===== config.mk =====
export PLATFORM = sky130hd
export DESIGN_NAME = interval_insert_merge_table_core
export DESIGN_NICKNAME = d
export VERILOG_FILES = /design/src/sv/iimt_pkg.sv /design/src/sv/iimt_ram.sv /design/src/sv/iimt_cmp.sv /design/src/sv/interval_insert_merge_table_core.sv
export SDC_FILE = /design/constraint.sdc
export NUM_CORES = 2
export LEC_CHECK = 0
export BUFFER_PORTS_ARGS = -buffer_cell sky130_fd_sc_hd__buf_2
export CORE_MARGIN = 5
export CORE_UTILIZATION = 45
export DETAILED_ROUTE_END_ITERATION = 12
export SLEW_MARGIN = 20
export SYNTH_ARGS = -nofsm -noshare
export SYNTH_HDL_FRONTEND = slang
export SYNTH_HIERARCHICAL = 1
export SYNTH_SLANG_ARGS = --single-unit

===== constraint.sdc =====
create_clock -name i_clk -period 8.1 [get_ports i_clk]
set_clock_uncertainty 0.15 [all_clocks]
set_input_delay 0.81 -clock i_clk [delete_from_list [all_inputs] [get_ports i_clk]]
set_output_delay 0.81 -clock i_clk [all_outputs]
set_load 0.01 [all_outputs]

===== src/sv/iimt_pkg.sv =====
package iimt_pkg;

    // Default number of table slots
    localparam int TABLE_DEPTH_DEF = 16;

    // Field widths fixed by the interface
    localparam int VAL_W   = 32;
    localparam int IDX_W   = 4;
    localparam int CNT_W   = 5;
    localparam int STAT_W  = 2;
    localparam int ENTRY_W = 2 * VAL_W;

    typedef logic [STAT_W-1:0]       t_status;
    typedef logic signed [VAL_W-1:0] t_value;

    // Command codes
    localparam logic CMD_INSERT = 1'b0;
    localparam logic CMD_READ   = 1'b1;

    // Status codes
    localparam t_status ST_OK             = 2'd0;
    localparam t_status ST_FULL           = 2'd1;
    localparam t_status ST_BAD_INDEX      = 2'd2;
    localparam t_status ST_LOW_ABOVE_HIGH = 2'd3;

endpackage


===== src/sv/iimt_ram.sv =====
module iimt_ram #(
    parameter int WIDTH = 64,
    parameter int DEPTH = 16
) (
    input  logic                                      i_clk,
    input  logic                                      i_we,
    input  logic [((DEPTH > 1) ? $clog2(DEPTH) : 1)-1:0] i_waddr,
    input  logic [WIDTH-1:0]                          i_wdata,
    input  logic                                      i_re,
    input  logic [((DEPTH > 1) ? $clog2(DEPTH) : 1)-1:0] i_raddr,
    output logic [WIDTH-1:0]                          o_rdata
);

    logic [WIDTH-1:0] r_mem [DEPTH];
    logic [WIDTH-1:0] r_rdata;

    always_ff @(posedge i_clk) begin
        if (i_we) begin
            r_mem[i_waddr] <= i_wdata;
        end
        if (i_re) begin
            r_rdata <= r_mem[i_raddr];
        end
    end

    assign o_rdata = r_rdata;

endmodule


===== src/sv/iimt_cmp.sv =====
module iimt_cmp (
    input  iimt_pkg::t_value i_a,
    input  iimt_pkg::t_value i_b,
    output logic             o_lt,
    output iimt_pkg::t_value o_min,
    output iimt_pkg::t_value o_max
);

    // Single signed comparator shared by the check, search and merge steps of the sequencer
    assign o_lt  = (i_a < i_b);
    assign o_min = o_lt ? i_a : i_b;
    assign o_max = o_lt ? i_b : i_a;

endmodule


===== src/sv/interval_insert_merge_table_core.sv =====
// Channel   Direction  Handshake             Payload
// command   in         start / busy          i_command, i_new_low, i_new_high, i_read_index
// result    out        o_valid strobe        o_status, o_entry_low, o_entry_high, o_slot,
//                                            o_absorbed_count, o_entry_count
//
// A read returns its result after a registered RAM read, or straight from the index check
// when the index is out of range. An insert spends a check step, then two binary searches
// over one registered-read table RAM, widens a merge in states S_M1 and S_M2, uses a read
// state and a write state for each entry moved to open or close a slot, and ends in a write.
// Reset is synchronous and empties the table at once; busy holds off new beats while
// a command is in flight, and the result strobe lasts one cycle with no stall.
module interval_insert_merge_table_core #(
    parameter int TABLE_DEPTH = iimt_pkg::TABLE_DEPTH_DEF
) (
    input  logic                           i_clk,
    input  logic                           i_rst_n,
    input  logic                           start,
    output logic                           busy,
    input  logic                           i_command,
    input  logic signed [iimt_pkg::VAL_W-1:0] i_new_low,
    input  logic signed [iimt_pkg::VAL_W-1:0] i_new_high,
    input  logic [iimt_pkg::IDX_W-1:0]     i_read_index,
    output logic                           o_valid,
    output logic [iimt_pkg::STAT_W-1:0]    o_status,
    output logic signed [iimt_pkg::VAL_W-1:0] o_entry_low,
    output logic signed [iimt_pkg::VAL_W-1:0] o_entry_high,
    output logic [iimt_pkg::IDX_W-1:0]     o_slot,
    output logic [iimt_pkg::CNT_W-1:0]     o_absorbed_count,
    output logic [iimt_pkg::CNT_W-1:0]     o_entry_count
);

    localparam int CW   = $clog2(TABLE_DEPTH + 1);
    localparam int AW   = (TABLE_DEPTH > 1) ? $clog2(TABLE_DEPTH) : 1;
    localparam int CMPW = (CW > iimt_pkg::IDX_W) ? CW : iimt_pkg::IDX_W;
    localparam int VW   = iimt_pkg::VAL_W;

    localparam logic [3:0] S_IDLE     = 4'd0;
    localparam logic [3:0] S_CHECK    = 4'd1;
    localparam logic [3:0] S_S1_PROBE = 4'd2;
    localparam logic [3:0] S_S1_CMP   = 4'd3;
    localparam logic [3:0] S_S2_PROBE = 4'd4;
    localparam logic [3:0] S_S2_CMP   = 4'd5;
    localparam logic [3:0] S_M1       = 4'd6;
    localparam logic [3:0] S_M2       = 4'd7;
    localparam logic [3:0] S_DN_RD    = 4'd8;
    localparam logic [3:0] S_DN_WR    = 4'd9;
    localparam logic [3:0] S_UP_RD    = 4'd10;
    localparam logic [3:0] S_UP_WR    = 4'd11;
    localparam logic [3:0] S_WRITE    = 4'd12;
    localparam logic [3:0] S_RD_WAIT  = 4'd13;

    logic [3:0]                r_state, n_state;
    logic [CW-1:0]             r_count, n_count;
    logic                      r_valid, n_valid;
    iimt_pkg::t_value          r_lo, n_lo;
    iimt_pkg::t_value          r_hi, n_hi;
    logic [CW-1:0]             r_bl, n_bl;
    logic [CW-1:0]             r_bh, n_bh;
    logic [CW-1:0]             r_first, n_first;
    logic [CW-1:0]             r_end, n_end;
    logic [CW-1:0]             r_abs, n_abs;
    logic [CW-1:0]             r_idx, n_idx;
    iimt_pkg::t_status         r_o_status, n_o_status;
    iimt_pkg::t_value          r_o_low, n_o_low;
    iimt_pkg::t_value          r_o_high, n_o_high;
    logic [iimt_pkg::IDX_W-1:0] r_o_slot, n_o_slot;
    logic [iimt_pkg::CNT_W-1:0] r_o_abs, n_o_abs;
    logic [iimt_pkg::CNT_W-1:0] r_o_cnt, n_o_cnt;

    logic                         ram_we, ram_re;
    logic [AW-1:0]                ram_waddr, ram_raddr;
    logic [iimt_pkg::ENTRY_W-1:0] ram_wdata, ram_rdata;
    iimt_pkg::t_value             rd_low, rd_high;

    iimt_pkg::t_value cmp_a, cmp_b, cmp_min, cmp_max;
    logic             cmp_lt;

    logic [CW:0]      w_sum;
    logic [CW-1:0]    w_mid;
    logic [CMPW-1:0]  w_idx_ext;
    logic [CMPW-1:0]  w_cnt_ext;
    logic [CW-1:0]    w_abs;
    logic [CW-1:0]    w_new_cnt;

    assign rd_low  = ram_rdata[iimt_pkg::ENTRY_W-1:VW];
    assign rd_high = ram_rdata[VW-1:0];

    assign w_sum     = {1'b0, r_bl} + {1'b0, r_bh};
    assign w_mid     = w_sum[CW:1];
    assign w_idx_ext = CMPW'(i_read_index);
    assign w_cnt_ext = CMPW'(r_count);
    assign w_abs     = r_bl - r_first;
    assign w_new_cnt = (r_abs != '0) ? CW'(r_count - r_abs + CW'(1)) : CW'(r_count + CW'(1));

    iimt_ram #(
        .WIDTH (iimt_pkg::ENTRY_W),
        .DEPTH (TABLE_DEPTH)
    ) u_ram (
        .i_clk   (i_clk),
        .i_we    (ram_we),
        .i_waddr (ram_waddr),
        .i_wdata (ram_wdata),
        .i_re    (ram_re),
        .i_raddr (ram_raddr),
        .o_rdata (ram_rdata)
    );

    iimt_cmp u_cmp (
        .i_a   (cmp_a),
        .i_b   (cmp_b),
        .o_lt  (cmp_lt),
        .o_min (cmp_min),
        .o_max (cmp_max)
    );

    // Route the comparator operands for the current step
    always_comb begin
        cmp_a = r_hi;
        cmp_b = r_lo;
        unique case (r_state)
            S_S1_CMP: begin
                cmp_a = rd_high;
                cmp_b = r_lo;
            end
            S_S2_CMP: begin
                cmp_a = r_hi;
                cmp_b = rd_low;
            end
            S_M1: begin
                cmp_a = rd_low;
                cmp_b = r_lo;
            end
            S_M2: begin
                cmp_a = rd_high;
                cmp_b = r_hi;
            end
            default: begin
                cmp_a = r_hi;
                cmp_b = r_lo;
            end
        endcase
    end

    always_comb begin
        n_state    = r_state;
        n_count    = r_count;
        n_valid    = 1'b0;
        n_lo       = r_lo;
        n_hi       = r_hi;
        n_bl       = r_bl;
        n_bh       = r_bh;
        n_first    = r_first;
        n_end      = r_end;
        n_abs      = r_abs;
        n_idx      = r_idx;
        n_o_status = r_o_status;
        n_o_low    = r_o_low;
        n_o_high   = r_o_high;
        n_o_slot   = r_o_slot;
        n_o_abs    = r_o_abs;
        n_o_cnt    = r_o_cnt;
        ram_we     = 1'b0;
        ram_waddr  = r_first[AW-1:0];
        ram_wdata  = {r_lo, r_hi};
        ram_re     = 1'b0;
        ram_raddr  = w_mid[AW-1:0];

        unique case (r_state)
            S_IDLE: begin
                if (start) begin
                    if (i_command == iimt_pkg::CMD_READ) begin
                        if (w_idx_ext >= w_cnt_ext) begin
                            n_valid    = 1'b1;
                            n_o_status = iimt_pkg::ST_BAD_INDEX;
                            n_o_low    = '0;
                            n_o_high   = '0;
                            n_o_slot   = '0;
                            n_o_abs    = '0;
                            n_o_cnt    = iimt_pkg::CNT_W'(r_count);
                        end else begin
                            ram_re    = 1'b1;
                            ram_raddr = w_idx_ext[AW-1:0];
                            n_idx     = w_idx_ext[CW-1:0];
                            n_state   = S_RD_WAIT;
                        end
                    end else begin
                        n_lo    = i_new_low;
                        n_hi    = i_new_high;
                        n_state = S_CHECK;
                    end
                end
            end
            S_RD_WAIT: begin
                n_valid    = 1'b1;
                n_o_status = iimt_pkg::ST_OK;
                n_o_low    = rd_low;
                n_o_high   = rd_high;
                n_o_slot   = iimt_pkg::IDX_W'(r_idx);
                n_o_abs    = '0;
                n_o_cnt    = iimt_pkg::CNT_W'(r_count);
                n_state    = S_IDLE;
            end
            S_CHECK: begin
                if (cmp_lt) begin
                    n_valid    = 1'b1;
                    n_o_status = iimt_pkg::ST_LOW_ABOVE_HIGH;
                    n_o_low    = '0;
                    n_o_high   = '0;
                    n_o_slot   = '0;
                    n_o_abs    = '0;
                    n_o_cnt    = iimt_pkg::CNT_W'(r_count);
                    n_state    = S_IDLE;
                end else begin
                    n_bl    = '0;
                    n_bh    = r_count;
                    n_state = S_S1_PROBE;
                end
            end
            // First entry whose high reaches the new low
            S_S1_PROBE: begin
                if (r_bl == r_bh) begin
                    n_first = r_bl;
                    n_bh    = r_count;
                    n_state = S_S2_PROBE;
                end else begin
                    ram_re  = 1'b1;
                    n_state = S_S1_CMP;
                end
            end
            S_S1_CMP: begin
                if (cmp_lt) begin
                    n_bl = CW'(w_mid + CW'(1));
                end else begin
                    n_bh = w_mid;
                end
                n_state = S_S1_PROBE;
            end
            // First entry that starts past the new high
            S_S2_PROBE: begin
                if (r_bl == r_bh) begin
                    n_end = r_bl;
                    n_abs = w_abs;
                    if (w_abs == '0) begin
                        if (r_count == CW'(TABLE_DEPTH)) begin
                            n_valid    = 1'b1;
                            n_o_status = iimt_pkg::ST_FULL;
                            n_o_low    = '0;
                            n_o_high   = '0;
                            n_o_slot   = '0;
                            n_o_abs    = '0;
                            n_o_cnt    = iimt_pkg::CNT_W'(r_count);
                            n_state    = S_IDLE;
                        end else if (r_first == r_count) begin
                            n_state = S_WRITE;
                        end else begin
                            n_idx   = r_count;
                            n_state = S_UP_RD;
                        end
                    end else begin
                        ram_re    = 1'b1;
                        ram_raddr = r_first[AW-1:0];
                        n_state   = S_M1;
                    end
                end else begin
                    ram_re  = 1'b1;
                    n_state = S_S2_CMP;
                end
            end
            S_S2_CMP: begin
                if (!cmp_lt) begin
                    n_bl = CW'(w_mid + CW'(1));
                end else begin
                    n_bh = w_mid;
                end
                n_state = S_S2_PROBE;
            end
            // Widen to cover the first and last absorbed entries
            S_M1: begin
                n_lo      = cmp_min;
                ram_re    = 1'b1;
                ram_raddr = AW'(r_end - CW'(1));
                n_state   = S_M2;
            end
            S_M2: begin
                n_hi  = cmp_max;
                n_idx = r_end;
                if ((r_abs > CW'(1)) && (r_end < r_count)) begin
                    n_state = S_DN_RD;
                end else begin
                    n_state = S_WRITE;
                end
            end
            // Close the gap: move entries down over the absorbed run
            S_DN_RD: begin
                ram_re    = 1'b1;
                ram_raddr = r_idx[AW-1:0];
                n_state   = S_DN_WR;
            end
            S_DN_WR: begin
                ram_we    = 1'b1;
                ram_waddr = AW'(r_idx - r_abs + CW'(1));
                ram_wdata = ram_rdata;
                n_idx     = CW'(r_idx + CW'(1));
                if (CW'(r_idx + CW'(1)) < r_count) begin
                    n_state = S_DN_RD;
                end else begin
                    n_state = S_WRITE;
                end
            end
            // Open a slot: move entries up from the top
            S_UP_RD: begin
                ram_re    = 1'b1;
                ram_raddr = AW'(r_idx - CW'(1));
                n_state   = S_UP_WR;
            end
            S_UP_WR: begin
                ram_we    = 1'b1;
                ram_waddr = r_idx[AW-1:0];
                ram_wdata = ram_rdata;
                n_idx     = CW'(r_idx - CW'(1));
                if (CW'(r_idx - CW'(1)) > r_first) begin
                    n_state = S_UP_RD;
                end else begin
                    n_state = S_WRITE;
                end
            end
            S_WRITE: begin
                ram_we     = 1'b1;
                ram_waddr  = r_first[AW-1:0];
                ram_wdata  = {r_lo, r_hi};
                n_count    = w_new_cnt;
                n_valid    = 1'b1;
                n_o_status = iimt_pkg::ST_OK;
                n_o_low    = r_lo;
                n_o_high   = r_hi;
                n_o_slot   = iimt_pkg::IDX_W'(r_first);
                n_o_abs    = iimt_pkg::CNT_W'(r_abs);
                n_o_cnt    = iimt_pkg::CNT_W'(w_new_cnt);
                n_state    = S_IDLE;
            end
            default: begin
                n_state = S_IDLE;
            end
        endcase
    end

    always_ff @(posedge i_clk) begin
        if (!i_rst_n) begin
            r_state <= S_IDLE;
            r_count <= '0;
            r_valid <= 1'b0;
        end else begin
            r_state <= n_state;
            r_count <= n_count;
            r_valid <= n_valid;
        end
    end

    always_ff @(posedge i_clk) begin
        r_lo       <= n_lo;
        r_hi       <= n_hi;
        r_bl       <= n_bl;
        r_bh       <= n_bh;
        r_first    <= n_first;
        r_end      <= n_end;
        r_abs      <= n_abs;
        r_idx      <= n_idx;
        r_o_status <= n_o_status;
        r_o_low    <= n_o_low;
        r_o_high   <= n_o_high;
        r_o_slot   <= n_o_slot;
        r_o_abs    <= n_o_abs;
        r_o_cnt    <= n_o_cnt;
    end

    assign busy             = (r_state != S_IDLE);
    assign o_valid          = r_valid;
    assign o_status         = r_o_status;
    assign o_entry_low      = r_o_low;
    assign o_entry_high     = r_o_high;
    assign o_slot           = r_o_slot;
    assign o_absorbed_count = r_o_abs;
    assign o_entry_count    = r_o_cnt;

endmodule


==> impl_results.rst <==
.. list-table::
   :header-rows: 1

   * - Metric
     - Value
   * - Die boundary height
     - 355 um
   * - Placed instance count
     - 4507
   * - Top cells by instance count after synthesis
     - edfxtp_1 (1262), nand2_1 (278), mux4_2 (256), a22oi_1 (164), inv_1 (108)
   * - Status
     - complete, no violations
   * - Via count of the first global-routing pass
     - 29600
   * - Count of state elements after synthesis
     - 1272
   * - Final setup violation count
     - 0
   * - Max capacitance violation total
     - 0
   * - Worst reg2reg setup slack
     - 1.02 ns
   * - Path type of the worst setup path
     - reg -> reg
   * - Hold violation total from the final report
     - 0
   * - Synthesized area per cell
     - 18.3 um2
   * - Number of enable-type register cells in the synthesized netlist
     - 1262
   * - Post-synth design cell area
     - approximately 53000 um2
   * - Wire length of the first global-routing pass
     - 213000 um
   * - Most frequent CP cell
     - nand2_1
   * - All-Layer GR Usage
     - 0.234
   * - Async set or reset register ratio after synthesis
     - 0
   * - Standard cell core area
     - 118000 um2
   * - Initial core utilization
     - 0.453
   * - Maximum cell stage delay along the critical path
     - between 0.9 and 1 ns
   * - Pre-CTS setup slack
     - 1.18 ns
   * - Final weighted congestion of routability-driven global placement
     - 0.901
   * - Area overhead of the layout relative to synthesis
     - 13.7%
   * - Maximum achievable frequency
     - 141 MHz
   * - Largest net degree at the start of global routing
     - 105
   * - Die footprint
     - about 130000 um2
   * - Number of iterations in the first detailed-routing pass
     - 8
   * - Count of buffers added by post-CTS timing repair for setup
     - 0
   * - Critical path data required time
     - roughly 8.4 ns
   * - HP Class
     - in -> reg
   * - Max Slew Vio Count
     - 0
   * - Biggest fanout along the worst timing path
     - 31
   * - Relative max-transition margin
     - 0.246
   * - Min cycle time layout
     - 7.08 ns
   * - Worst-skew pair later-pin latency
     - 0.74 ns
   * - Critical Path Source Type
     - register
   * - Number of warnings issued by yosys
     - 6
   * - DRC viols
     - 0
   * - Part of the cycle the worst path needs
     - 0.874
   * - Ratio of routed vias to standard cells
     - 6.23
   * - CTS tree
     - done
   * - Top-level I/O count
     - 154
   * - Antenna-violating nets left
     - 0
   * - Critical path data arrival time
     - 7.36 ns
   * - # port buffers
     - about 150
   * - Cts-stage hold buffer count
     - 0
   * - End-of-flow core utilization
     - 0.515
   * - Critical Path Slowest Stage Cell
     - dfxtp_1
   * - Final worst slack
     - 1.02 ns
   * - Total CTS buffers
     - 134
   * - Number of antenna violations at the first check in global routing
     - 9
   * - WL/cell
     - 31.4 um
   * - Number of design-rule violations left by the first detailed-router iteration
     - approximately 3600
   * - Number of nets in the finished design
     - 3257
   * - Number of distinct library cells after synthesis
     - 71
   * - Cell taking the most area after synthesis
     - edfxtp_1
   * - Count of instances resized after the clock tree is built
     - 0
   * - WL final
     - ~150000 um
   * - Sequential-to-total area share from yosys stat
     - 0.713
   * - RSZ-0062 raised after global routing
     - false
   * - Total negative slack
     - 0 ns
   * - Ordered list of cells on the worst path
     - clkinv_1, nand2_1, nor2_4, nor2_4, buf_4, nand2_1, nand2_1, ha_1, a21oi_1, o21ai_0, a211oi_1, o22ai_1, a211o_4, inv_1, nor2_1, o22ai_1, nand2b_1, a21oi_1, o211a_4, buf_4
   * - Share of Yosys cell area claimed by the top area cell type
     - 0.709
   * - Die X
     - 355 um
   * - Synthesized instance count
     - 2922
   * - Sinks on the clock net
     - 1272
   * - Syn_nets
     - about 3100
   * - Transition time at the pin with the least slew margin
     - around 1.1 ns
   * - Max H-tree Level
     - 4
   * - Placement Rows
     - 126
   * - Vias after detailed routing
     - 29600
   * - Clk Tree Root Cell
     - clkbuf_16
   * - Category of the worst setup path capture point
     - register
   * - Detailed Place HPWL
     - approximately 84000 um
   * - Max Buffers Root-to-Sink
     - 3
   * - Top cells by area, synth
     - edfxtp_1 (71%), mux4_2 (11%), a22oi_1 (2.3%)
   * - Layout cell share with drive strength beyond 1
     - 0.271
   * - Remaining global-route overflow
     - 0
   * - Most used standard cell by instance count after synthesis
     - edfxtp_1
   * - Clk pin slew, worst setup/hold paths
     - around 0.060 ns
   * - Count of placed standard cells in the final layout, fillers left out
     - 4755
   * - Top_reg_cell synth
     - edfxtp_1
[registers in the layout, indices dropped and copies added, names as in the netlist]
| name | count |
|---|---|
| r_idx | 5 |
| o_valid | 1 |
| r_state | 4 |
| r_lo | 32 |
| r_hi | 32 |
| r_bl | 5 |
| o_status | 2 |
| u_ram/o_rdata | 64 |
| o_entry_low | 32 |
| r_end | 5 |
| r_abs | 5 |
| o_absorbed_count | 5 |
| o_entry_high | 32 |
| r_first | 5 |
| r_bh | 5 |
| u_ram/r_mem | 1024 |
| o_entry_count | 5 |
| r_count | 5 |
| o_slot | 4 |
[cell usage in the layout (no fill, tap or decap), drive strengths merged, types with 6 or more instances in the layout]
cell type  instances
a211oi             6
a21o              11
a21oi             49
a222oi            34
a22o              65
a22oi            164
a31oi             12
and2              11
and3               7
buf              212
bufinv            19
clkbuf           165
clkinv            49
dfxtp             10
edfxtp          1262
ha                74
inv              116
mux2             160
mux4             256
nand2            278
nand2b             7
nand3             20
nand4              6
nor2              53
nor2b             10
nor3              17
o21ai             40
xnor2             18
xor2              13
[per-layer routing]
layer  GRT usage  vias to the layer above  share of wire
met3      0.0504                      206          0.090
met2       0.364                     1448           0.46
met5           0                        -        0.00018
met1       0.340                    15700           0.42
met4      0.0638                        4          0.025
li1            -                    12200              -
[logic make-up (layout without fill, tap and decap cells)]
logic type,after synthesis,in the layout,share of synthesized area
compound gates,422,422,0.0589
xor+xnor,31,31,0.00508
fa+ha+maj,78,78,0.0188
buf+inv,272,566,0.0232
flops,1272,1272,0.713
mux,419,419,0.146
other cells,0,3,0
simple gates,428,428,0.0349
[path summary, 6_finish.rpt]
path / startpoint / to / cells past startpoint
min reg2reg: r_bl[0] / r_end[0] / 0
max: r_state[0] / o_entry_high[18] / 20
max reg2reg: r_state[0] / o_entry_high[18] / 20
min: i_new_low[29] / r_lo[29] / 2
[stage by stage]
step           instance area (um2)  hold WS, ns
2_1_floorplan                53400        0.326
3_3_place_gp                 56200        0.425
3_5_place_dp                 56300        0.396
4_1_cts                      60800        0.170
5_1_grt                      60800        0.187
6_report                     60800        0.221
[layout make-up]
type / instances / area (um2)
diodes: 3 / 7.51
clock inverters: 80 / 936
multi-input cells: 1378 / 14400
well taps: 1536 / 1920
flip-flops and latches: 1272 / 38100
repair buffers: 212 / 1480
fillers: 9303 / 57300
inverters: 109 / 409
clock buffers: 165 / 3570
[worst max-delay path, delay by kind of cell (launching register included)]
kind	cells	cell delay (ns)
simple gates	7	1.16
fa+ha+maj	1	0.25
buf+inv	4	1.63
flops	1	0.99
compound gates	8	2.56
Power is left out: the tool's default activity adds up to more than one toggle a clock period on the data nets, which glitch-free logic cannot reach.
